`src/rtl/palette_nearest_colour_quantizer_macros.svh`:
```
// ----------------------------------------------------------------------------
// palette_nearest_colour_quantizer_macros.svh
// assertion macros used by the quantizer controller, pnq_ctrl
// ----------------------------------------------------------------------------
`ifndef PALETTE_NEAREST_COLOUR_QUANTIZER_MACROS_SVH
`define PALETTE_NEAREST_COLOUR_QUANTIZER_MACROS_SVH

// same-cycle implication, checked out of reset
`define PNQ_ASSERT_IMP(lbl, ante, cons, msg) \
	lbl: assert property (@(posedge clk) disable iff (!arst_n) (ante) |-> (cons)) else $error(msg);

// next-cycle implication, checked out of reset
`define PNQ_ASSERT_NXT(lbl, ante, cons, msg) \
	lbl: assert property (@(posedge clk) disable iff (!arst_n) (ante) |=> (cons)) else $error(msg);

`endif

```
`src/rtl/pnq_pkg.sv`:
```
// ----------------------------------------------------------------------------
// pnq_pkg
// types, widths and constants of the nearest palette colour quantizer
// ----------------------------------------------------------------------------
package pnq_pkg;

	localparam int PAL_ENTRIES = 16;
	localparam int IDX_W       = (PAL_ENTRIES > 1) ? $clog2(PAL_ENTRIES) : 1;
	localparam int COMP_W      = 8;
	localparam int SQ_W        = 2 * COMP_W;
	localparam int DIST_W      = SQ_W + 2;
	localparam int ENTRY_W     = 4;
	localparam int ALPHA_W     = 8;
	localparam int COLOUR_W    = 4;

	localparam int S_FIELDS_W  = ENTRY_W + 3 * COMP_W + ALPHA_W;
	localparam int S_TDATA_W   = ((S_FIELDS_W + 7) / 8) * 8;
	localparam int M_TDATA_W   = ((COLOUR_W + 7) / 8) * 8;

	localparam logic CMD_WRITE   = 1'b0;
	localparam logic CMD_CONVERT = 1'b1;

	typedef struct packed {
		logic [COMP_W-1:0] red;
		logic [COMP_W-1:0] green;
		logic [COMP_W-1:0] blue;
	} pnq_rgb_t;

	typedef enum logic [1:0] {
		ST_IDLE,
		ST_SCAN,
		ST_DRAIN
	} pnq_state_t;

	typedef struct packed {
		logic load;
		logic write;
		logic scan_en;
		logic emit;
	} pnq_cmd_t;

	typedef struct packed {
		logic idx_last;
		logic pipe_empty;
		logic out_free;
	} pnq_stat_t;

endpackage

```
`src/rtl/pnq_dp.sv`:
```
// ----------------------------------------------------------------------------
// pnq_dp
// palette store, distance pipeline, best-entry tracking and result register
// ----------------------------------------------------------------------------
module pnq_dp (
	input  logic                          clk,
	input  logic                          arst_n,
	input  pnq_pkg::pnq_cmd_t             cmd,
	output pnq_pkg::pnq_stat_t            stat,
	input  logic                          cfg_we,
	input  logic [pnq_pkg::ALPHA_W-1:0]   cfg_wdata,
	input  logic [pnq_pkg::ENTRY_W-1:0]   entry,
	input  pnq_pkg::pnq_rgb_t             colour,
	input  logic [pnq_pkg::ALPHA_W-1:0]   alpha,
	output logic                          res_valid,
	input  logic                          res_ready,
	output logic [pnq_pkg::COLOUR_W-1:0]  res_index,
	output logic                          res_opaque
);
	import pnq_pkg::*;

	pnq_rgb_t            pal_q [PAL_ENTRIES];
	logic [ALPHA_W-1:0]  thresh_q;
	pnq_rgb_t            colour_q;
	logic                opaque_q;
	logic [IDX_W-1:0]    idx_q;

	logic                v_s1;
	logic [COMP_W-1:0]   dr_s1, dg_s1, db_s1;
	logic [IDX_W-1:0]    idx_s1;
	logic                v_s2;
	logic [SQ_W-1:0]     sr_s2, sg_s2, sb_s2;
	logic [IDX_W-1:0]    idx_s2;

	logic [DIST_W-1:0]   best_dist_q;
	logic [IDX_W-1:0]    best_idx_q;
	logic                out_valid_q;
	logic [COLOUR_W-1:0] out_idx_q;
	logic                out_opaque_q;

	pnq_rgb_t            rd_entry;
	logic [DIST_W-1:0]   dist_sum;
	logic                entry_ok;

	function automatic logic [COMP_W-1:0] abs_diff(input logic [COMP_W-1:0] a,
			input logic [COMP_W-1:0] b);
		abs_diff = (a >= b) ? (a - b) : (b - a);
	endfunction

	assign entry_ok = (32'(entry) < PAL_ENTRIES);
	assign rd_entry = pal_q[idx_q];
	assign dist_sum = DIST_W'(sr_s2) + DIST_W'(sg_s2) + DIST_W'(sb_s2);

	// palette, reset to black
	always_ff @(posedge clk or negedge arst_n) begin
		if (!arst_n) begin
			for (int i = 0; i < PAL_ENTRIES; i++) begin
				pal_q[i] <= '0;
			end
		end else if (cmd.write && entry_ok) begin
			pal_q[IDX_W'(entry)] <= colour;
		end
	end

	always_ff @(posedge clk or negedge arst_n) begin
		if (!arst_n) begin
			thresh_q <= '0;
		end else if (cfg_we) begin
			thresh_q <= cfg_wdata;
		end
	end

	always_ff @(posedge clk or negedge arst_n) begin
		if (!arst_n) begin
			idx_q <= '0;
		end else if (cmd.load) begin
			idx_q <= '0;
		end else if (cmd.scan_en) begin
			idx_q <= idx_q + 1'b1;
		end
	end

	always_ff @(posedge clk) begin
		if (cmd.load) begin
			colour_q <= colour;
			opaque_q <= (alpha >= thresh_q);
		end
	end

	always_ff @(posedge clk or negedge arst_n) begin
		if (!arst_n) begin
			v_s1 <= 1'b0;
			v_s2 <= 1'b0;
		end else begin
			v_s1 <= cmd.scan_en;
			v_s2 <= v_s1;
		end
	end

	always_ff @(posedge clk) begin
		dr_s1  <= abs_diff(colour_q.red, rd_entry.red);
		dg_s1  <= abs_diff(colour_q.green, rd_entry.green);
		db_s1  <= abs_diff(colour_q.blue, rd_entry.blue);
		idx_s1 <= idx_q;
		sr_s2  <= dr_s1 * dr_s1;
		sg_s2  <= dg_s1 * dg_s1;
		sb_s2  <= db_s1 * db_s1;
		idx_s2 <= idx_s1;
	end

	// strict less keeps the lowest index on a tie
	always_ff @(posedge clk) begin
		if (cmd.load) begin
			best_dist_q <= '1;
			best_idx_q  <= '0;
		end else if (v_s2 && (dist_sum < best_dist_q)) begin
			best_dist_q <= dist_sum;
			best_idx_q  <= idx_s2;
		end
	end

	always_ff @(posedge clk or negedge arst_n) begin
		if (!arst_n) begin
			out_valid_q <= 1'b0;
		end else if (cmd.emit) begin
			out_valid_q <= 1'b1;
		end else if (res_ready) begin
			out_valid_q <= 1'b0;
		end
	end

	always_ff @(posedge clk) begin
		if (cmd.emit) begin
			out_idx_q    <= COLOUR_W'(best_idx_q);
			out_opaque_q <= opaque_q;
		end
	end

	assign stat.idx_last   = (idx_q == IDX_W'(PAL_ENTRIES - 1));
	assign stat.pipe_empty = !v_s1 && !v_s2;
	assign stat.out_free   = !out_valid_q || res_ready;

	assign res_valid  = out_valid_q;
	assign res_index  = out_idx_q;
	assign res_opaque = out_opaque_q;

endmodule

```
`src/rtl/pnq_ctrl.sv`:
```
// ----------------------------------------------------------------------------
// pnq_ctrl
// sequencer: accepts beats, runs the palette scan, hands off the result
// ----------------------------------------------------------------------------
`include "palette_nearest_colour_quantizer_macros.svh"

module pnq_ctrl (
	input  logic               clk,
	input  logic               arst_n,
	input  logic               in_valid,
	output logic               in_ready,
	input  logic               in_cmd,
	output pnq_pkg::pnq_cmd_t  cmd,
	input  pnq_pkg::pnq_stat_t stat
);
	import pnq_pkg::*;

	pnq_state_t state_q, state_d;

	always_ff @(posedge clk or negedge arst_n) begin
		if (!arst_n) begin
			state_q <= ST_IDLE;
		end else begin
			state_q <= state_d;
		end
	end

	always_comb begin
		state_d     = state_q;
		cmd         = '0;
		in_ready    = 1'b0;
		case (state_q)
			ST_IDLE: begin
				in_ready = 1'b1;
				if (in_valid) begin
					if (in_cmd == CMD_CONVERT) begin
						cmd.load = 1'b1;
						state_d  = ST_SCAN;
					end else begin
						cmd.write = 1'b1;
					end
				end
			end
			ST_SCAN: begin
				cmd.scan_en = 1'b1;
				if (stat.idx_last) begin
					state_d = ST_DRAIN;
				end
			end
			ST_DRAIN: begin
				if (stat.pipe_empty && stat.out_free) begin
					cmd.emit = 1'b1;
					state_d  = ST_IDLE;
				end
			end
			default: begin
				state_d = ST_IDLE;
			end
		endcase
	end

	`PNQ_ASSERT_IMP(a_emit_safe, cmd.emit, stat.pipe_empty && stat.out_free, "result loaded early")
	`PNQ_ASSERT_NXT(a_scan_start, cmd.load, (state_q == ST_SCAN) && !stat.idx_last, "scan start bad")
	`PNQ_ASSERT_NXT(a_scan_hold, (state_q == ST_SCAN) && !stat.idx_last, state_q == ST_SCAN,
		"scan cut short")

endmodule

```
`src/rtl/palette_nearest_colour_quantizer.sv`:
```
// ----------------------------------------------------------------------------
// palette_nearest_colour_quantizer
// nearest palette entry by squared euclidean distance, with opaque flag
//
// input beats on s_axis: tuser selects write (0) or convert (1). a write beat
// stores one palette entry and gives no output beat. a convert beat scans the
// 16 entries, one per cycle through the difference, square and compare
// stages, and gives one output beat on m_axis with the nearest index in
// tdata and the opaque flag in tuser; ties go to the lowest index.
// after the accepting edge a convert scans the palette, then drains the
// pipeline and loads the result register once it is free, which raises
// m_axis_tvalid; the next beat is taken only after that, so converts do not
// overlap, as the single compare unit walks the palette. write beats can
// follow each other every cycle. s_axis_tready is high only between items.
// the result waits in an output register: a stalled receiver does not stop a
// following write beat, and a following convert finishes its scan and waits
// until the held result is taken.
// reset clears the palette to black and the alpha threshold to zero; cfg_we
// writes it; the user must write it only while idle, the block does not check.
// ----------------------------------------------------------------------------
module palette_nearest_colour_quantizer (
	input  logic                           clk,
	input  logic                           arst_n,
	input  logic                           cfg_we,
	input  logic [pnq_pkg::ALPHA_W-1:0]    cfg_wdata,
	input  logic                           s_axis_tvalid,
	output logic                           s_axis_tready,
	// entry, red, green, blue, alpha, zero fill
	input  logic [pnq_pkg::S_TDATA_W-1:0]  s_axis_tdata,
	// cmd
	input  logic [0:0]                     s_axis_tuser,
	output logic                           m_axis_tvalid,
	input  logic                           m_axis_tready,
	// colour_index, zero fill
	output logic [pnq_pkg::M_TDATA_W-1:0]  m_axis_tdata,
	// opaque
	output logic [0:0]                     m_axis_tuser
);
	import pnq_pkg::*;

	pnq_cmd_t            cmd;
	pnq_stat_t           stat;
	logic [ENTRY_W-1:0]  entry;
	pnq_rgb_t            colour;
	logic [ALPHA_W-1:0]  alpha;
	logic [COLOUR_W-1:0] res_index;
	logic                res_opaque;

	assign entry        = s_axis_tdata[ENTRY_W-1:0];
	assign colour.red   = s_axis_tdata[ENTRY_W +: COMP_W];
	assign colour.green = s_axis_tdata[ENTRY_W + COMP_W +: COMP_W];
	assign colour.blue  = s_axis_tdata[ENTRY_W + 2 * COMP_W +: COMP_W];
	assign alpha        = s_axis_tdata[ENTRY_W + 3 * COMP_W +: ALPHA_W];

	pnq_ctrl u_ctrl (
		.clk      (clk),
		.arst_n   (arst_n),
		.in_valid (s_axis_tvalid),
		.in_ready (s_axis_tready),
		.in_cmd   (s_axis_tuser[0]),
		.cmd      (cmd),
		.stat     (stat)
	);

	pnq_dp u_dp (
		.clk        (clk),
		.arst_n     (arst_n),
		.cmd        (cmd),
		.stat       (stat),
		.cfg_we     (cfg_we),
		.cfg_wdata  (cfg_wdata),
		.entry      (entry),
		.colour     (colour),
		.alpha      (alpha),
		.res_valid  (m_axis_tvalid),
		.res_ready  (m_axis_tready),
		.res_index  (res_index),
		.res_opaque (res_opaque)
	);

	assign m_axis_tdata    = M_TDATA_W'(res_index);
	assign m_axis_tuser[0] = res_opaque;

endmodule
```
`config.mk`:
```
export PLATFORM = sky130hd
export DESIGN_NAME = palette_nearest_colour_quantizer
export DESIGN_NICKNAME = d
export VERILOG_FILES = /design/src/rtl/pnq_pkg.sv /design/src/rtl/pnq_dp.sv /design/src/rtl/pnq_ctrl.sv /design/src/rtl/palette_nearest_colour_quantizer.sv
export VERILOG_INCLUDE_DIRS = /design/src /design/src/rtl
export SDC_FILE = /design/constraint.sdc
export NUM_CORES = 1
export LEC_CHECK = 0
export BUFFER_PORTS_ARGS = -buffer_cell sky130_fd_sc_hd__buf_2
export CORE_ASPECT_RATIO = 1.75
export CORE_MARGIN = 2
export CORE_UTILIZATION = 64
export DETAILED_ROUTE_END_ITERATION = 8
export GPL_ROUTABILITY_DRIVEN = 1
export PLACE_DENSITY = 0.85
export SYNTH_ARGS = -nofsm -noshare
export SYNTH_HDL_FRONTEND = slang
export SYNTH_SLANG_ARGS = --single-unit
```
`constraint.sdc`:
```
create_clock -name clk -period 5.2 [get_ports clk]
set_input_delay 0.52 -clock clk [delete_from_list [all_inputs] [get_ports clk]]
set_output_delay 0.52 -clock clk [all_outputs]
set_load 0.01 [all_outputs]
```
==> qor.txt <==
Outcome: finished, final reports clean
Layout area overhead: 9.18%
Final GP Congestion: 0.909
Clock skew: 23.4 ps
Average cell area after synthesis: 12.0 µm²
Mapped Area: 0.0300 mm²
Layout cells sized above 1: 27.0%
Die width: 168 µm
R2R Setup Slk: 200 ps
Register area share after synthesis: 43.1%
Tmin final: 5000 ps
Max transition margin: 23.5%
Class of the worst hold path: primary input to asynchronous set/reset pin
Skew-Pair Late Insertion Delay: 590 ps
Die ar.: 0.0487 mm²
FF/Latch Area: 0.0129 mm²
Overflow after GRT: 0
CP Buf/Inv Count: 2
Die Ht: 290 µm
Core Box Area: 0.0466 mm²
Max stage delay on crit path: 350 ps
1st-pass router iterations: 5
Synthesized instance count: 2,502
Post-cts hold buffer count: 0
Via/cell ratio: 6.22
DR WL/cell: 21.6 µm
Clock Path Buffers: 3
Async SR Flop Fraction: 75.7%
Fmax: 200 MHz
Crit path max-delay cell type: ha_1
Initial antenna violation count: 7
Crit path launch type: flop
Primary FF master, synth: dfrtp_1
Total number of vias: 19,800
Top cells by count, synth: mux2_2, dfrtp_1, inv_1
Footprint of the multi-input gates: 0.0159 mm²
Max_cap viols: 0
Setup TNS: 0 ps
First-pass GRT wire length: 111 mm
Fillers: 3,048
Clk sinks: 530
TritonCTS Buffers: 47
Top-level I/O count: 65
Yosys cell types: 66
Final hold violation count: 0
Post-synth EDFFs: 30
Crit Path Max Fanout: 9
Initial core utilization: 64.3%
Tot GR Track Use: 28.7%
Dominant cells by area after synthesis: dfrtp_1, mux2_2, ha_1
Most frequent CP cell: ha_1
Worst path top cell family by delay: compound AO/OA/AOI/OAI gates
IO buf count: 56
Synth area leader: dfrtp_1
Final slew viol count: 0
Pre-CTS setup slack: 14.8 ps
DRT antenna net count: 0
Crit Path Class: flop to flop
CTS Root Buffer Type: clkbuf_16
Yosys synthesis warning count: 0
Setup crit end kind: flop
Pin count of the biggest net entering global routing: 165
Arrival time at the worst endpoint: 5470 ps
DP HPWL: 45.6 mm
Wirelength, routed: 68.6 mm
Vias in the first global route: 21,600
DRT iter0 DRCs: 1,294
# setup viols final: 0
Clock transition at path regs: 70 ps
Std-Cell Rows: 105
Most common cell in the netlist: mux2_2
CP Cell Sequence: ha_1 > o21ai_1 > o21bai_1 > a31oi_2 > o211ai_1 > nand2_1 > xnor2_2 > ha_1 > a21oi_1 > nand2_1 > a2111oi_4 > o31ai_2 > a21oi_2 > xnor2_1 > ha_1 > nand4_1 > or2_2 > a2111o_1 > o211ai_1 > clkbuf_16 > buf_2 > nand3_1 > o31a_1
CTS tree: built
Post-route setup slack: 199 ps
H-tree depth: 2
# nets final: 2,874
Synth Register Bits: 530
CP Data Required Time: 5670 ps
Yosys top cell area share: 33.5%
Worst-Margin Slew: 1140 ps
DRC Markers: 0
Final worst path period share: 96.2%
[what timing repair did]
item,CTS,global route
pin swaps,0,15
buffers inserted,0,11
resized for setup,1,25
cloned,0,1
endpoints found under the hold margin,0,0
endpoints found under the setup margin,7,22
[worst paths after layout]
kind | startpoint | endpoint | cells past startpoint
min reg2reg | u_dp.idx_s1[3]$_DFF_P_ | u_dp.idx_s2[3]$_DFF_P_ | 0
max reg2reg | u_dp.sg_s2[4]$_DFF_P_ | u_dp.best_dist_q[16]$_SDFFE_PP1P_ | 23
max | u_dp.sg_s2[4]$_DFF_P_ | u_dp.best_dist_q[16]$_SDFFE_PP1P_ | 23
min in group clk | cfg_wdata[3] | u_dp.thresh_q[3]$_DFFE_PN0P_ | 3
min | arst_n | u_dp.pal_q[125]$_DFFE_PN0P_ | 1
max in group asynchronous | arst_n | u_dp.pal_q[119]$_DFFE_PN0P_ | 2
[flip-flops by register name, indices dropped and copies added (netlist names), 2 cells and up]
signal,flops
u_dp.pal_q,384
u_dp.colour_q,24
u_dp.best_dist_q,18
u_dp.sb_s2,15
u_dp.sg_s2,15
u_dp.sr_s2,15
u_dp.db_s1,8
u_dp.dg_s1,8
u_dp.dr_s1,8
u_dp.thresh_q,8
u_dp.best_idx_q,4
u_dp.idx_q,4
u_dp.idx_s1,4
u_dp.idx_s2,4
u_dp.res_index,4
u_ctrl.state_q,2
[metrics by stage]
stage	util [%]	cell area (µm²)	cells	hold WS, ps
floorplan	-	30000	2509	224
global placement	66.2	30900	3073	314
detailed placement	66.2	30900	3073	322
CTS	69.8	32500	3161	31.4
global route	70.2	32700	3178	72.2
finish	70.2	32700	3178	3.71
[cell type report]
cell class              count  area share (%)
diodes                      5          0.0382
clock buffers              62            4.11
clock inverters            26           0.906
inverters                 210            2.41
multi-input cells        1648            48.5
flip-flops and latches    530            39.5
well taps                 588            2.25
repair buffers            109            2.31
[metal layers]
| metal | vias to the layer above | global-route usage, % | part of all wire [%] |
|---|---|---|---|
| met5 | - | 0 | 0.034 |
| met4 | 4 | 15.0 | 5.4 |
| met3 | 225 | 3.73 | 4.6 |
| met2 | 606 | 52.6 | 54 |
| met1 | 10100 | 32.4 | 36 |
| li1 | 8841 | - | - |
[cells in the final DEF (no fill, tap or decap), types with 13 or more instances in the layout]
master,netlist,routed
a21oi_1,83,80
edfxtp_1,30,30
o21ai_0,92,88
nand2b_1,16,16
a21o_1,23,23
clkinv_2,0,14
clkbuf_16,0,50
buf_4,14,46
dfrtp_1,401,399
xnor2_1,72,71
dfxtp_1,99,99
nor3_1,23,22
mux2_2,409,409
o21bai_1,13,13
mux2i_1,111,111
nand2_1,112,112
a22oi_1,21,21
xor2_1,23,23
and2_1,69,69
nor2b_1,35,31
a221oi_1,39,39
fa_1,83,82
inv_1,210,210
mux4_2,48,48
nand3_1,13,13
nor2_1,59,59
buf_2,35,56
ha_1,191,188
[cells by family after synthesis]
| logic type | after synthesis | synth area share [%] |
|---|---|---|
| AO/OA/AOI/OAI | 337 | 7.36 |
| flip-flops | 530 | 43.1 |
| XOR/XNOR | 95 | 2.77 |
| AND/OR/NAND/NOR | 366 | 6.15 |
| other | 1 | 0.0125 |
| multiplexers | 568 | 22.7 |
| adder cells (fa/ha/maj) | 274 | 13.5 |
| buffers and inverters | 331 | 4.46 |
Power is left out: the tool's default activity adds up to more than one toggle a clock period on the data nets, which glitch-free logic cannot reach.
